--- config.mk ---
export PLATFORM = sky130hd
export DESIGN_NAME = pna_fifo
export DESIGN_NICKNAME = d
export VERILOG_FILES = /design/src/sv/pna_pkg.sv /design/src/sv/pna_fifo.sv
export SDC_FILE = /design/constraint.sdc
export NUM_CORES = 1
export LEC_CHECK = 0
export ABC_CLOCK_PERIOD_IN_PS = 12300
export BUFFER_PORTS_ARGS = -buffer_cell sky130_fd_sc_hd__buf_2
export CAP_MARGIN = 40
export CORE_MARGIN = 8
export CORE_UTILIZATION = 45
export CTS_CLUSTER_SIZE = 20
export DETAILED_ROUTE_END_ITERATION = 12
export MAX_ROUTING_LAYER = met4
export PLACE_DENSITY = 0.7
export SLEW_MARGIN = 30
export SYNTH_ARGS = -nofsm -noshare
export SYNTH_HDL_FRONTEND = slang
export SYNTH_SLANG_ARGS = --single-unit
--- constraint.sdc ---
create_clock -name clk_i -period 12.3 [get_ports clk_i]
set_input_delay 3.69 -clock clk_i [delete_from_list [all_inputs] [get_ports clk_i]]
set_output_delay 3.69 -clock clk_i [all_outputs]
set_load 0.005 [all_outputs]
--- src/sv/pna_pkg.sv ---
`timescale 1ns / 1ps
package pna_pkg;

  localparam int MAX_VERTICES = 64;
  localparam int COORD_BITS   = 16;
  localparam int COORD_W      = (COORD_BITS < 16) ? COORD_BITS : 16;
  localparam int CNT_W        = $clog2(MAX_VERTICES + 1);
  localparam int SUM_W        = 40;

  localparam logic signed [SUM_W-1:0] SUM_MAX = {1'b0, {(SUM_W-1){1'b1}}};
  localparam logic signed [SUM_W-1:0] SUM_MIN = {1'b1, {(SUM_W-1){1'b0}}};

  // One finished polygon on its way from the front end to the normaliser
  typedef struct packed {
    logic signed [SUM_W-1:0] sum_x;
    logic signed [SUM_W-1:0] sum_y;
    logic signed [SUM_W-1:0] sum_z;
    logic                    overflow;
  } poly_sum_t;

  // Keep the low COORD_W bits and sign-extend them
  function automatic logic signed [15:0] sext_coord(input logic [15:0] v);
    logic signed [15:0] r;
    r = $signed(v << (16 - COORD_W));
    return r >>> (16 - COORD_W);
  endfunction

  function automatic logic signed [SUM_W-1:0] sat_sum(input logic signed [SUM_W:0] s);
    logic signed [SUM_W-1:0] r;
    if (s > $signed({SUM_MAX[SUM_W-1], SUM_MAX})) begin
      r = SUM_MAX;
    end else if (s < $signed({SUM_MIN[SUM_W-1], SUM_MIN})) begin
      r = SUM_MIN;
    end else begin
      r = s[SUM_W-1:0];
    end
    return r;
  endfunction

endpackage

--- src/sv/pna_fifo.sv ---
`timescale 1ns / 1ps
module pna_fifo (
  input  logic               clk_i,
  input  logic               rst_ni,
  input  logic               push_i,
  input  pna_pkg::poly_sum_t data_i,
  output logic               full_o,
  input  logic               pop_i,
  output logic               valid_o,
  output pna_pkg::poly_sum_t data_o
);
  import pna_pkg::*;

  poly_sum_t  mem_q [2];
  logic       wr_q;
  logic       rd_q;
  logic [1:0] cnt_q;
  logic       do_push;
  logic       do_pop;

  assign full_o  = (cnt_q == 2'd2);
  assign valid_o = (cnt_q != 2'd0);
  assign data_o  = mem_q[rd_q];
  assign do_push = push_i && !full_o;
  assign do_pop  = pop_i && valid_o;

  always_ff @(posedge clk_i) begin
    if (do_push) begin
      mem_q[wr_q] <= data_i;
    end
  end

  always_ff @(posedge clk_i or negedge rst_ni) begin
    if (!rst_ni) begin
      wr_q  <= 1'b0;
      rd_q  <= 1'b0;
      cnt_q <= 2'd0;
    end else begin
      if (do_push) begin
        wr_q <= !wr_q;
      end
      if (do_pop) begin
        rd_q <= !rd_q;
      end
      if (do_push && !do_pop) begin
        cnt_q <= cnt_q + 2'd1;
      end else if (do_pop && !do_push) begin
        cnt_q <= cnt_q - 2'd1;
      end
    end
  end

endmodule

# After elaboration in Yosys (flattened, before gate mapping)
# Memory sizes are Yosys's and may differ from the RTL's.
# Index checks and enable logic that the tools add are counted.
# Widths: inputs -> output; s select.
# classes
mux	4
eq_ne	1
addsub	2
reduce_logical	11
# ops
operator	n
$logic_not 1->1	5
$logic_and 1x1->1	4
$mux 2	2
$reduce_bool 2->1	2
$add 2x1->2 const B	1
$eq 2x2->1 const B	1
$mux 1	2
$sub 2x1->2 const B	1
# word_totals
ramBits	242
memories	1
ff_bits	4
# memory_table
name	words	width	read_ports	rd_ports_with_merged_regs	write_ports	line	rtl
mem_q	2	121	1	0	1	pna_fifo.sv:14	poly_sum_t mem_q [2];

# Logic depth before layout (Yosys ltp)
# depth
word_depth	7
depth_mapped	7
mapped_depth_nobuf	7

# Worst setup path before layout
# No wires, ideal clock.
# synth_timing
path_kind	in2reg
from	input port push_i
to	memory mem_q[0][0] in the netlist's numbering (enable)
arrival_ps	8808
n_path_buf	0
setup_time_ps	602
required_ps	11698
slack_ps	2889
path_stages	2
path_cell_list	nand2_1 nor2_1
# synth_between
elab_chain_len	3
# synth_rtl
item	line	rtl
from (decl)	pna_fifo.sv:5	input logic push_i,
$logic_and 1x1->1	pna_fifo.sv:24	assign do_push = push_i && !full_o;
$mux 1	pna_fifo.sv:28	if (do_push) begin
$mux 1 (implied by the code)	pna_fifo.sv:29	mem_q[wr_q] <= data_i;
to (decl)	pna_fifo.sv:14	
# Every way passes these cells.

==> metrics.yaml <==
status: "completed"
synth-seq-cells: 246
async_flop_share: 0.0163
synth_area_leaders: "edfxtp_1 (78%), mux2_4 (13%), mux2_2 (5.0%)"
num_rows: 52
syn_area_mm2: 0.00926
stdcell_area_mm2: 0.0115
startpoint_type: "flip-flop"
drt_iter0_drc: 223
worstHoldPathType: "flip-flop to flip-flop"
ys_warn_count: 0
wl_met1_mm: 7.65
avgViaCountPerCell: 4.90
finalSetupTns_ps: 0
crit_fanout: 50
detail-route-antenna-nets: 0
fin_skew_ps: 6.36
slew_headroom: 0.485
synth-edff-count: 242
place_area_mm2: 0.0108
setup_viol: 0
grt_use_total: 0.145
yosysSeqAreaShare: 0.795
dr.pass1.iters: 4
fin_crit_ps: 6310
hold_viol: 0
vias: 4652
die_w_um: 159
io_buffers: 247
peakVddDrop_mv: 0.129
synth_compound_area_frac: 0
yosysMostFrequentCell: "edfxtp_1"
dp_hpwl_mm: 13.2
synthXorXnorAreaFrac: 0.00473
wirelength_mm: 18.7
grt_pass1_wl_mm: 28.4
synth_commonest_cells: "edfxtp_1 (242), mux2_4 (80), mux2_2 (41)"
worstSetupPathType: "flip-flop to output pin"
htreeDepth: 1
place.gp.congestion: 0.764
fmax_mhz: 158
syn-instance-count: 396
start_util: 0.458
synthMuxAreaShare: 0.179
core_area_mm2: 0.0202
post_drt_wl_per_cell_um: 19.7
post-route-period-util: 0.513
cts_setup_buffers: 0
dr_wl_met3_mm: 1.62
antenna_found_initial: 1
dieArea_mm2: 0.0254
grt_pass1_vias: 5044
tightest_slew_ps: 772
grt_overflow_total: 0
clk_latency_ps: 500
synth_fa_ha_area_frac: 0.00135
avgSynthCellArea_um2: 23.4
synth_top_area_frac: 0.784
synthFlopType: "edfxtp_1"
synth_largest_area_cell: "edfxtp_1"
ctsHoldBuffers: 0
clock-sinks: 246
cts_tree: "done"
synth_top_family_by_area: "multiplexers"
syn_nets: 522
fin_total_pwr_uw: 2680
drc: 0
cts_root_buffer: "clkbuf_16"
pin_count: 248
grt_max_degree: 54
clkSlewWorstSetupHoldPaths_ps: 60
synth-simple-area-share: 0.00365
p_per_area_mw_per_mm2: 233
met2WireLength_mm: 9.22
drive_gt1_frac: 0.603
area_delta_synth_final_pct: 24.5
required_ps: 8610
cts_resized: 0
slew_violations: 0
grt_setup_unrepaired: "no"
clockBufferDepth: 3
crit_arrival_ps: 2620
cts_made_buffers: 25
fin_nets: 789
maxCapViolations: 0
antennaDiodeCount: 0
endpoint_kind: "output pin"
fillCellCount: 1552
synth_cell_types: 16
top_layer_used: "met4"
die_h_um: 159
power.leakage_uw: 0.00455
## power breakdown
group	total (uW)	switching, uW	internal [uW]	leakage, uW
Combinational	789	367	422	0.00189
Sequential	1220	74.3	1150	0.00229
Clock	672	281	390	0.000360
Total	2680	722	1960	0.00455
## path summary, 6_finish.rpt
kind                           from            to  slack, ps  depth (start not counted)
min                        cnt_q[1]      cnt_q[1]        510                          1
max reg2reg                cnt_q[0]  mem_q[1][53]       9820                          4
min reg2reg                cnt_q[1]      cnt_q[1]        510                          1
max                            rd_q   data_o[107]       5990                          3
max in group asynchronous    rst_ni          rd_q       9160                          1
min in group asynchronous    rst_ni          rd_q       3000                          1
## registers in the layout (all words and copies together) (netlist names)
signal,cells
cnt_q,2
mem_q,242
rd_q,1
wr_q,1
## final cells by class
class | count | area, um^2 | area share
Tap cell | 270 | 338 | 0.0293
Clock buffer | 30 | 644 | 0.0559
Multi-Input combinational cell | 134 | 1770 | 0.153
Inverter | 2 | 7.51 | 0.000651
Clock inverter | 14 | 85.1 | 0.00738
Sequential cell | 246 | 7370 | 0.639
Timing Repair Buffer | 254 | 1320 | 0.115
## kinds of logic (layout without fill, tap and decap cells)
family,count (synthesis),in the layout
flops,246,246
mux,121,121
xor+xnor,5,5
fa+ha+maj,1,1
simple gates,7,7
buf+inv,16,300
## layer usage
metal / track usage / up-vias
li1: - / 2108
met1: 0.170 / 2299
met2: 0.239 / 222
met3: 0.0504 / 23
met4: 0.0330 / 0
met5: - / -
## worst max-delay path, stage by stage, from the launching register on
cell and delay [ps]:
dfrtp_4 820, buf_4 670, mux2_2 440, buf_2 140
## layout by cell type, fill, tap and decap left out
cell and count:
dfrtp_1 3, buf_16 1, mux2_2 41, and3_4 1, buf_12 1, bufinv_16 1
nor2_4 1, dfrtp_4 1, clkbuf_16 25, buf_2 247, inv_1 2, edfxtp_1 242
xnor2_1 3, nand2b_1 1, clkbuf_1 5, nor2_1 1, clkinv_2 5, xor2_1 2
ha_1 1, mux2_4 80, nand2_1 2, buf_4 5, or2_2 1, clkinv_1 8
## stage by stage
step | hold slack (ps) | setup slack (ps) | cells | utilization
after global placement | 473 | 6520 | 904 | 0.532
after detailed placement | 501 | 6470 | 906 | 0.534
after global routing | 527 | 5850 | 950 | 0.570
final | 510 | 5990 | 950 | 0.570
after floorplan | 456 | 2890 | 396 | -
after CTS | 517 | 5940 | 950 | 0.570
Note: power is estimated with default switching activity, not from simulation.
