## config.mk

```make
export PLATFORM = sky130hd
export DESIGN_NAME = pna_back_flat
export DESIGN_NICKNAME = d
export VERILOG_FILES = /design/src/sv/pna_pkg.sv /design/src/sv/res_if.sv /design/src/sv/pna_back.sv /design/src/flat_wrapper.sv
export SDC_FILE = /design/constraint.sdc
export NUM_CORES = 2
export LEC_CHECK = 0
export BUFFER_PORTS_ARGS = -buffer_cell sky130_fd_sc_hd__buf_2
export CORE_MARGIN = 1
export CORE_UTILIZATION = 45
export CTS_BUF_LIST = sky130_fd_sc_hd__clkbuf_4 sky130_fd_sc_hd__clkbuf_8 sky130_fd_sc_hd__clkbuf_16
export CTS_CLUSTER_DIAMETER = 150
export DETAILED_ROUTE_END_ITERATION = 12
export REMOVE_ABC_BUFFERS = 1
export SLEW_MARGIN = 20
export SYNTH_ARGS = -nofsm -noshare
export SYNTH_HDL_FRONTEND = slang
export SYNTH_SLANG_ARGS = --single-unit
```

## constraint.sdc

```tcl
create_clock -name clk_i -period 15.5 [get_ports clk_i]
set_input_delay 1.55 -clock clk_i [delete_from_list [all_inputs] [get_ports clk_i]]
set_output_delay 1.55 -clock clk_i [all_outputs]
set_load 0.03 [all_outputs]
```

## src/sv/pna_pkg.sv

```systemverilog
`timescale 1ns / 1ps
package pna_pkg;

  localparam int MAX_VERTICES = 64;
  localparam int COORD_BITS   = 16;
  localparam int COORD_W      = (COORD_BITS < 16) ? COORD_BITS : 16;
  localparam int CNT_W        = $clog2(MAX_VERTICES + 1);
  localparam int SUM_W        = 40;

  localparam logic signed [SUM_W-1:0] SUM_MAX = {1'b0, {(SUM_W-1){1'b1}}};
  localparam logic signed [SUM_W-1:0] SUM_MIN = {1'b1, {(SUM_W-1){1'b0}}};

  // One finished polygon on its way from the front end to the normaliser
  typedef struct packed {
    logic signed [SUM_W-1:0] sum_x;
    logic signed [SUM_W-1:0] sum_y;
    logic signed [SUM_W-1:0] sum_z;
    logic                    overflow;
  } poly_sum_t;

  // Keep the low COORD_W bits and sign-extend them
  function automatic logic signed [15:0] sext_coord(input logic [15:0] v);
    logic signed [15:0] r;
    r = $signed(v << (16 - COORD_W));
    return r >>> (16 - COORD_W);
  endfunction

  function automatic logic signed [SUM_W-1:0] sat_sum(input logic signed [SUM_W:0] s);
    logic signed [SUM_W-1:0] r;
    if (s > $signed({SUM_MAX[SUM_W-1], SUM_MAX})) begin
      r = SUM_MAX;
    end else if (s < $signed({SUM_MIN[SUM_W-1], SUM_MIN})) begin
      r = SUM_MIN;
    end else begin
      r = s[SUM_W-1:0];
    end
    return r;
  endfunction

endpackage

```

## src/sv/res_if.sv

```systemverilog
`timescale 1ns / 1ps
interface res_if;
  logic               valid;
  logic               ready;
  logic signed [15:0] normal_x;
  logic signed [15:0] normal_y;
  logic signed [15:0] normal_z;
  logic [47:0]        half_area;
  logic               degenerate;
  logic               vertex_overflow;

  modport source (output valid, normal_x, normal_y, normal_z, half_area, degenerate,
                  vertex_overflow, input ready);
  modport sink   (input valid, normal_x, normal_y, normal_z, half_area, degenerate,
                  vertex_overflow, output ready);
endinterface

```

## src/sv/pna_back.sv

```systemverilog
`timescale 1ns / 1ps
module pna_back (
  input  logic               clk_i,
  input  logic               rst_ni,
  input  logic               valid_i,
  input  pna_pkg::poly_sum_t data_i,
  output logic               pop_o,
  res_if.source              res_o
);
  import pna_pkg::*;

  localparam int NW = 115;

  localparam logic [2:0] B_IDLE  = 3'd0;
  localparam logic [2:0] B_SQ    = 3'd1;
  localparam logic [2:0] B_SUM   = 3'd2;
  localparam logic [2:0] B_SQRT  = 3'd3;
  localparam logic [2:0] B_NINIT = 3'd4;
  localparam logic [2:0] B_NORM  = 3'd5;
  localparam logic [2:0] B_OUT   = 3'd6;

  logic [2:0]           state_q;
  logic signed [SUM_W-1:0] cs [3];
  logic [39:0]          mg_q [3];
  logic                 neg_q [3];
  logic [79:0]          sq_q [3];
  logic [79:0]          q_q;
  logic                 degen_q;
  logic                 ovf_q;
  logic [1:0]           k_q;
  logic [1:0]           part_q;
  logic [39:0]          half_q;
  logic [39:0]          hbit_q;
  logic [79:0]          hsq_q;
  logic [79:0]          hsh_q;
  logic [79:0]          pw_q;
  logic signed [NW-1:0] y_q;
  logic signed [NW-1:0] xs_q;
  logic signed [NW-1:0] qs_q;
  logic signed [NW-1:0] rhs_q;
  logic [14:0]          m_q;
  logic [14:0]          mbit_q;
  logic [15:0]          nrm_q [3];

  logic [39:0]          mg_cur;
  logic [19:0]          mul_a;
  logic [19:0]          mul_b;
  logic [39:0]          mul_p;
  logic [79:0]          sq_add;
  logic [79:0]          sq_cand;
  logic [79:0]          q4;
  logic signed [NW-1:0] y_cand;
  logic                 n_take;
  logic [14:0]          m_next;

  assign cs[0] = data_i.sum_x;
  assign cs[1] = data_i.sum_y;
  assign cs[2] = data_i.sum_z;

  assign pop_o = (state_q == B_IDLE) && valid_i;

  // One 20x20 partial product of a squared magnitude per cycle
  assign mg_cur = mg_q[k_q];
  assign mul_a  = (part_q == 2'd0) ? mg_cur[19:0] : mg_cur[39:20];
  assign mul_b  = (part_q == 2'd2) ? mg_cur[39:20] : mg_cur[19:0];
  assign mul_p  = mul_a * mul_b;
  always_comb begin
    case (part_q)
      2'd0:    sq_add = 80'(mul_p);
      2'd1:    sq_add = 80'(mul_p) << 21;
      default: sq_add = 80'(mul_p) << 40;
    endcase
  end

  assign q4      = {2'b00, q_q[79:2]};
  assign sq_cand = hsq_q + hsh_q + pw_q;

  // (2m-1)^2 * q for the trial bit, tracked by shifts and adds
  assign y_cand = y_q + xs_q + qs_q;
  assign n_take = (y_cand <= rhs_q);
  assign m_next = n_take ? (m_q | mbit_q) : m_q;

  always_ff @(posedge clk_i or negedge rst_ni) begin
    if (!rst_ni) begin
      state_q   <= B_IDLE;
      res_o.valid <= 1'b0;
      k_q       <= '0;
      part_q    <= '0;
    end else begin
      // drop the word once taken, unless a new one replaces it
      if (res_o.valid && res_o.ready && (state_q != B_OUT)) begin
        res_o.valid <= 1'b0;
      end
      case (state_q)
        B_IDLE: begin
          if (valid_i) begin
            for (int k = 0; k < 3; k++) begin
              mg_q[k]  <= cs[k][SUM_W-1] ? 40'(-cs[k]) : 40'(cs[k]);
              neg_q[k] <= cs[k][SUM_W-1];
              sq_q[k]  <= '0;
            end
            degen_q <= (cs[0] == '0) && (cs[1] == '0) && (cs[2] == '0);
            ovf_q   <= data_i.overflow;
            k_q     <= 2'd0;
            part_q  <= 2'd0;
            state_q <= B_SQ;
          end
        end
        B_SQ: begin
          sq_q[k_q] <= sq_q[k_q] + sq_add;
          if (part_q == 2'd2) begin
            part_q <= 2'd0;
            if (k_q == 2'd2) begin
              state_q <= B_SUM;
            end else begin
              k_q <= k_q + 2'd1;
            end
          end else begin
            part_q <= part_q + 2'd1;
          end
        end
        B_SUM: begin
          q_q     <= sq_q[0] + sq_q[1] + sq_q[2];
          half_q  <= '0;
          hsq_q   <= '0;
          hsh_q   <= '0;
          pw_q    <= 80'(1) << 78;
          hbit_q  <= 40'(1) << 39;
          state_q <= B_SQRT;
        end
        B_SQRT: begin
          if (sq_cand <= q4) begin
            hsq_q  <= sq_cand;
            half_q <= half_q | hbit_q;
            hsh_q  <= (hsh_q + (pw_q << 1)) >> 1;
          end else begin
            hsh_q  <= hsh_q >> 1;
          end
          pw_q   <= pw_q >> 2;
          hbit_q <= hbit_q >> 1;
          if (hbit_q[0]) begin
            k_q     <= 2'd0;
            state_q <= B_NINIT;
          end
        end
        B_NINIT: begin
          rhs_q  <= NW'(sq_q[k_q]) <<< 30;
          y_q    <= NW'(q_q);
          xs_q   <= -(NW'(q_q) <<< 16);
          qs_q   <= NW'(q_q) <<< 30;
          m_q    <= '0;
          mbit_q <= 15'(1) << 14;
          if (degen_q) begin
            nrm_q[k_q] <= '0;
            if (k_q == 2'd2) begin
              state_q <= B_OUT;
            end else begin
              k_q <= k_q + 2'd1;
            end
          end else begin
            state_q <= B_NORM;
          end
        end
        B_NORM: begin
          if (n_take) begin
            y_q  <= y_cand;
            xs_q <= (xs_q + (qs_q <<< 1)) >>> 1;
          end else begin
            xs_q <= xs_q >>> 1;
          end
          qs_q   <= qs_q >>> 2;
          m_q    <= m_next;
          mbit_q <= mbit_q >> 1;
          if (mbit_q[0]) begin
            nrm_q[k_q] <= neg_q[k_q] ? -16'(m_next) : 16'(m_next);
            if (k_q == 2'd2) begin
              state_q <= B_OUT;
            end else begin
              k_q     <= k_q + 2'd1;
              state_q <= B_NINIT;
            end
          end
        end
        B_OUT: begin
          if (!res_o.valid || res_o.ready) begin
            res_o.valid           <= 1'b1;
            res_o.normal_x        <= nrm_q[0];
            res_o.normal_y        <= nrm_q[1];
            res_o.normal_z        <= nrm_q[2];
            res_o.half_area       <= {8'd0, half_q};
            res_o.degenerate      <= degen_q;
            res_o.vertex_overflow <= ovf_q;
            state_q               <= B_IDLE;
          end
        end
        default: state_q <= B_IDLE;
      endcase
    end
  end

endmodule

```

## src/flat_wrapper.sv

```systemverilog
// flat-port wrapper written by rule: the top's interface ports become plain ports
module pna_back_flat import pna_pkg::*;
  (clk_i, rst_ni, valid_i, data_i, pop_o, res_o_valid, res_o_normal_x, res_o_normal_y, res_o_normal_z, res_o_half_area, res_o_degenerate, res_o_vertex_overflow, res_o_ready);
  res_if res_o_i ();
  input  logic clk_i;
  input  logic rst_ni;
  input  logic valid_i;
  input  pna_pkg::poly_sum_t data_i;
  output logic pop_o;
  output wire logic [$bits(res_o_i.valid)-1:0] res_o_valid;
  output wire logic [$bits(res_o_i.normal_x)-1:0] res_o_normal_x;
  output wire logic [$bits(res_o_i.normal_y)-1:0] res_o_normal_y;
  output wire logic [$bits(res_o_i.normal_z)-1:0] res_o_normal_z;
  output wire logic [$bits(res_o_i.half_area)-1:0] res_o_half_area;
  output wire logic [$bits(res_o_i.degenerate)-1:0] res_o_degenerate;
  output wire logic [$bits(res_o_i.vertex_overflow)-1:0] res_o_vertex_overflow;
  input wire logic [$bits(res_o_i.ready)-1:0] res_o_ready;
  assign res_o_valid = res_o_i.valid;
  assign res_o_normal_x = res_o_i.normal_x;
  assign res_o_normal_y = res_o_i.normal_y;
  assign res_o_normal_z = res_o_i.normal_z;
  assign res_o_half_area = res_o_i.half_area;
  assign res_o_degenerate = res_o_i.degenerate;
  assign res_o_vertex_overflow = res_o_i.vertex_overflow;
  assign res_o_i.ready = res_o_ready;
  pna_back u_core (.clk_i(clk_i), .rst_ni(rst_ni), .valid_i(valid_i), .data_i(data_i), .pop_o(pop_o), .res_o(res_o_i));
endmodule
```

Word level (Yosys, flattened, before mapping)
Memory sizes are Yosys's and may differ from the RTL's. A register that Yosys moved wholly into a read port is not among the register bits.
Index checks and enable logic that the tools add are counted.
{"block": "totals", "ram_bits": 411, "out_inout_bits": 100, "elab_cells": 163, "inputBits": 125, "regBits": 907, "memories": 4}
{"memory": "u_core.sq_q", "words": 3, "width": 80, "read_ports": 4, "rd_ports_with_merged_regs": 0, "wr": 3, "line_no": "pna_back.sv:26", "rtl": "logic [79:0] sq_q [3];"}
{"memory": "u_core.mg_q", "words": 3, "width": 40, "read_ports": 1, "rd_ports_with_merged_regs": 0, "wr": 3, "line_no": "pna_back.sv:24", "rtl": "logic [39:0] mg_q [3];"}
{"memory": "u_core.nrm_q", "words": 3, "width": 16, "read_ports": 3, "rd_ports_with_merged_regs": 3, "wr": 1, "line_no": "pna_back.sv:43", "rtl": "logic [15:0] nrm_q [3];"}
{"memory": "u_core.neg_q", "words": 3, "width": 1, "read_ports": 1, "rd_ports_with_merged_regs": 0, "wr": 3, "line_no": "pna_back.sv:25", "rtl": "logic neg_q [3];"}
{"block": "op_classes", "reduce_logical": 33, "n_mul": 1, "addsub": 16, "n_bitwise": 4, "mux": 60, "magnitude_cmp": 2, "n_eq_ne": 20}
{"cell": "case mux 115 bit (2 select lines)", "count": 3}
{"cell": "case mux 80 bit (2 select lines)", "count": 4}
{"cell": "adder 80 bit", "count": 6}
{"cell": "adder 115 bit", "count": 3}
{"cell": "2-to-1 mux 115 bit", "count": 2}
{"cell": "2-to-1 mux 40 bit", "count": 4}
{"cell": "2-to-1 mux 80 bit", "count": 2}
{"cell": "case mux 40 bit (2 select lines)", "count": 2}
{"cell": "logical NOT 40 bit", "count": 3}
{"cell": "negator 40 bit", "count": 3}
{"cell": "less-or-equal comparator 115 x 111 -> 1 bit", "count": 1}
{"cell": "negator 96 -> 115 bit", "count": 1}
{"cell": "less-or-equal comparator 80 x 78 -> 1 bit", "count": 1}
{"cell": "OR reduction 80 bit", "count": 1}
{"cell": "2-to-1 mux 79 bit", "count": 1}
{"cell": "case mux 15 bit (2 select lines)", "count": 2}
{"cell": "multiplier 20 x 20 -> 40 bit", "count": 1}
{"cell": "2-to-1 mux 20 bit", "count": 2}
{"cell": "OR 40 bit", "count": 1}
{"cell": "2-to-1 mux 16 bit", "count": 2}
{"cell": "2-to-1 mux 3 bit", "count": 8}
{"cell": "case mux 3 bit (7 select lines)", "count": 1}
{"cell": "2-to-1 mux 2 bit", "count": 9}
{"cell": "!= test 2 x 1 -> 1 bit, second input constant", "count": 8}
{"cell": "other kinds (27)", "count": 65}

Depth between registers and ports, before layout
{"block": "depth", "ltp_word": 7, "mapped_depth": 50}

Worst setup path before layout
Ideal clock, no wire load.
{"block": "synth_timing", "path_kind": "reg2reg", "from": "register u_core.qs_q[8]", "to": "register u_core.xs_q[114] (enable)", "path_slack_ns": 2.400, "arrival_ns": 12.471, "synth_period_minus_slack_ns": 13.100, "t_required_ns": 14.870, "path_stages_with_launch": 31, "setup_ns": 0.630, "path_cell_list": "edfxtp_1 -> fa_1 -> ha_1 -> nand2_1 -> or4b_2 -> o211ai_1 -> o211ai_1 -> a21oi_1 -> o22ai_1 -> o21ai_1 -> o211ai_1 -> a21oi_1 -> o21ai_0 -> a21oi_1 -> o21bai_1 -> xor2_1 -> ha_1 -> nand3_1 -> nor4_1 -> nand3_1 -> nor4_1 -> nand4_1 -> nor4bb_1 -> nand4_1 -> nor4_1 -> o21ai_1 -> nor4_1 -> a21oi_1 -> clkbuf_1 -> clkbuf_1 -> a21oi_1"}
{"block": "synth_via", "elab_chain_len": 4}
{"element": "start, declared", "line_no": "pna_back.sv:39", "rtl": "logic signed [NW-1:0] qs_q;"}
{"element": "start signal, assigned", "line_no": "pna_back.sv:150", "rtl": "qs_q <= NW'(q_q) <<< 30;"}
{"element": "start signal, assigned", "line_no": "pna_back.sv:171", "rtl": "qs_q <= qs_q >>> 2;"}
{"element": "adder 115 bit", "line_no": "pna_back.sv:79", "rtl": "assign y_cand = y_q + xs_q + qs_q;"}
{"element": "named net u_core.y_cand[107]", "line_no": "pna_back.sv:52", "rtl": "logic signed [NW-1:0] y_cand;"}
{"element": "less-or-equal comparator 115 x 111 -> 1 bit", "line_no": "pna_back.sv:80", "rtl": "assign n_take = (y_cand <= rhs_q);"}
{"element": "!= test 2 x 1 -> 1 bit (no source line)"}
{"element": "AND reduction 3 bit (no source line)"}
{"element": "end signal, assigned", "line_no": "pna_back.sv:149", "rtl": "xs_q <= -(NW'(q_q) <<< 16);"}
{"element": "end signal, assigned", "line_no": "pna_back.sv:167", "rtl": "xs_q <= (xs_q + (qs_q <<< 1)) >>> 1;"}
{"element": "end signal, assigned", "line_no": "pna_back.sv:169", "rtl": "xs_q <= xs_q >>> 1;"}
{"element": "end, declared", "line_no": "pna_back.sv:38", "rtl": "logic signed [NW-1:0] xs_q;"}
The timed path passes the listed nets, and every way through them passes these cells.
A chain may end at the register's enable or synchronous reset.

==> run_results.csv <==
group,metric,value,unit
sta,hold_violations,0,
clocking,cts_buffer_depth,3,
worst_setup_path,r2r_slack,1590,ps
routing,avgViaCountPerCell,5.997,
sta,fmax,0.07190,GHz
sta,tightest_slew,1150,ps
global_route,grt_pass1_vias,84603,
yosys,ys_types,90,
worst_hold_path,hold-path-endpoint,"res_o_normal_z[1]",
yosys,ys_seq_area_share,37.30,%
clocking,cts_tree,"done",
placed_design,place.port_buffers,216,
routing,detail-route-antenna-nets,0,
yosys,synth_edf_count,1352,
sta,slew_headroom,21.81,%
sta,drv_slew,0,
yosys,syn_avg_cell_area,9.961,sq um
die,ioPinCount,225,
clocking,clock_sinks,1360,
placed_design,finalWeightedCongestion,0.9686,
yosys,synth_compound_area_share,14.87,%
worst_setup_path,worstPathArrival,14480,ps
sta,fin_tns_setup,0,ps
worst_setup_path,cp_max_fo,47,
die,rows,180,
yosys,synth-xor-area-share,5.446,%
sta,setup_viol,0,
clocking,cts-root-buf,"clkbuf_16",
routing,drt_iter0_drc,7425,
worst_setup_path,worstSetupPathType,"flip-flop to flip-flop",
sta,period_share,89.73,%
die,die_w,495.0,um
worst_setup_path,cpMostUsedCell,"o21ai_0",
worst_setup_path,cpPeakStageDelay,960,ps
job,maxCapViolCount,0,
yosys,synth_area,109400,sq um
yosys,synthFlopType,"edfxtp_1",
clocking,cts_resized,0,
clocking,cts_htree_levels,4,
yosys,synth_seq_cells,1360,
yosys,synth-adder-area-share,19.96,%
worst_setup_path,cp-start-kind,"flip-flop",
worst_setup_path,worstPathRequired,16070,ps
sta,period_needed,13910,ps
worst_setup_path,endpoint_kind,"flip-flop",
clocking,cts_setup_buffers,0,
worst_hold_path,hold_depth,0,
layout,drive_gt1_share,7.696,%
global_route,grt_overflow,0,
yosys,synth_top_family_by_area,"adder cells",
global_route,grt_use_total,28.52,%
worst_setup_path,reg2reg_from,"u_core.k_q[0]",
routing,post_drt_wl_per_cell,24.66,um
die,dieArea,245000,sq um
global_route,grt_pass1_wl,528800,um
layout,finalNetCount,12552,
worst_setup_path,reg2regPathDepth,46,
worst_hold_path,hold_class,"flip-flop to flip-flop",
yosys,async_flop_share,0.5882,%
routing,drcViolationCount,0,
sta,grt_setup_unrepaired,"false",
yosys,synthCells,10980,
layout,area_growth,8.893,%
die,start_util,45.38,%
status,status,"completed",
routing,vias,85907,
sta,clock_skew,47.87,ps
clocking,cts_buffers,159,
yosys,synth_mux_area_share,3.196,%
worst_setup_path,critPathSlowestCell,"dfrtp_4",
worst_hold_path,hold_start,"u_core.nrm_q[2][1]",
routing,first_pass_iters,5,
clocking,holdBufCountCts,0,
clocking,path_clk_slew,60,ps
worst_setup_path,r2r-end,"u_core.sq_q[2][77]",
global_route,grt_max_degree,153,
clocking,clkLatencyLatePin,850,ps
die,core_area,241000,sq um
placed_design,dp_hpwl,278800,um
die,die_h,495.0,um
layout,final_util,49.42,%
global_route,antenna_found_initial,5,
yosys,synthSimpleGateAreaFrac,14.84,%
routing,drt_wl_total,353300,um
yosys,yosysWarnings,0,
## synthesized netlist by cell type, types with 22 or more instances
cell      count  area [sq um]
inv_1       800          3003
o21bai_1    124         930.9
o21a_1       81         608.1
and3_1      155         969.7
o21ai_0     432          2162
xor2_1      207          1813
o211ai_1     67         503.0
or4_1        72         540.5
mux4_2       80          1802
o41ai_1      27         236.5
nor4_1       86         538.0
or3_1        71         444.2
a21oi_1     782          3914
nand4_1     165          1032
a21o_1      343          2575
buf_1        29         108.9
and2_1      189          1182
mux2i_1     122          1221
o221ai_1     33         289.0
nand2_1    1155          4335
and4_1       23         201.4
nor3_1      122         610.6
a31oi_1     133         832.1
nor2_1     1053          3953
or2_2        33         206.5
o21ai_1      24         120.1
nand3_1     170         850.8
buf_2        22         110.1
xnor2_1     473          4143
mux2_2       41         461.7
o31ai_1     113         848.3
fa_1        554         11090
nor2b_1      80         500.5
a211oi_1     59         442.9
ha_1        858         10740
nand2b_1     84         525.5
clkbuf_1    389          1460
a31o_2       52         455.4
edfxtp_1   1352         40600
a21boi_0     32         240.2
## layout by cell type, fill, tap and decap left out, drive strengths merged, types with 23 or more instances in the layout
cell type	instances
nand3	170
or4	72
o21bai	124
xnor2	473
o221ai	33
and2	189
a21oi	783
nand2b	84
o211ai	67
clkbuf	185
nand2	1155
and4	23
a21o	343
nor2b	80
a31o	53
nor2	1053
o31ai	113
a31oi	133
or3	71
and3	155
fa	554
mux2i	122
o21ai	457
buf	321
xor2	207
edfxtp	1352
nor4	86
a21boi	34
inv	805
or2	33
mux4	80
o21a	81
nand4	165
clkinv	64
nor3	122
a211oi	59
mux2	42
o41ai	28
ha	858
## cell families after synthesis
family	after synthesis
and+or+nand+nor	3498
AOI/OAI and AO/OA	2531
adders and majority gates	1412
DFF	1360
buffers and inverters	1254
xor gates and xnor gates	680
muxes	244
other	1
## critical path, delay by kind of cell, from the launching register on
family / cells / cell delay [ps]
compound gates: 17 / 5090
xor+xnor: 2 / 440
fa+ha+maj: 9 / 4000
buf+inv: 6 / 590
flops: 1 / 960
mux: 1 / 280
simple gates: 11 / 2190
## layer usage
layer  vias up  track usage (%)  routed length [um]
li1      39600                -                   -
met1     42683            39.00              153900
met2      3080            46.35              163600
met3       544            3.399               21660
met4         0            10.67               14080
met5         -                0                   0
## registers in the layout, summed over array words and instances, names as in the netlist, 48 cells and up
signal,count
u_core.qs_q,110
u_core.mg_q,120
u_core.q_q,80
u_core.hsh_q,79
u_core.y_q,115
u_core.hsq_q,80
u_core.sq_q,320
u_core.rhs_q,80
u_core.nrm_q,48
u_core.xs_q,115
## final cells by class
type                    count  area (sq um)
clock buffers             185          4192
fillers                 22283        121900
clock inverters            97          1076
inverters                 800          3023
well taps                3185          3985
flip-flops and latches   1360         40810
diodes                      5         12.51
repair buffers            321          1944
multi-input cells        8373         64050
## worst max path at each step
stage / endpoint / startpoint / slack, ps / cells past startpoint
floorplan: u_core.xs_q[114] / u_core.state_q[0] / -1010 / 2
global placement: u_core.sq_q[0][77] / u_core.part_q[1] / 1880 / 42
detailed placement: u_core.sq_q[1][77] / u_core.part_q[1] / 1710 / 42
CTS: u_core.sq_q[2][77] / u_core.part_q[1] / 1660 / 42
global route: u_core.sq_q[2][77] / u_core.k_q[0] / 930 / 46
finish: u_core.sq_q[2][77] / u_core.k_q[0] / 1590 / 46
## metrics by stage
step | instance area (sq um) | instances | hold WS, ps | setup WS (ps)
after floorplan | 107600 | 10533 | 400.3 | -1005
after global placement | 113800 | 14039 | 401.0 | 1879
after detailed placement | 113800 | 14039 | 405.2 | 1713
after CTS | 119100 | 14321 | 416.1 | 1656
after global routing | 119100 | 14324 | 415.6 | 930.0
final | 119100 | 14326 | 410.4 | 1592
Power is not shown: default switching activity piles up to over one toggle a cycle in this logic, so the estimate is an artifact.
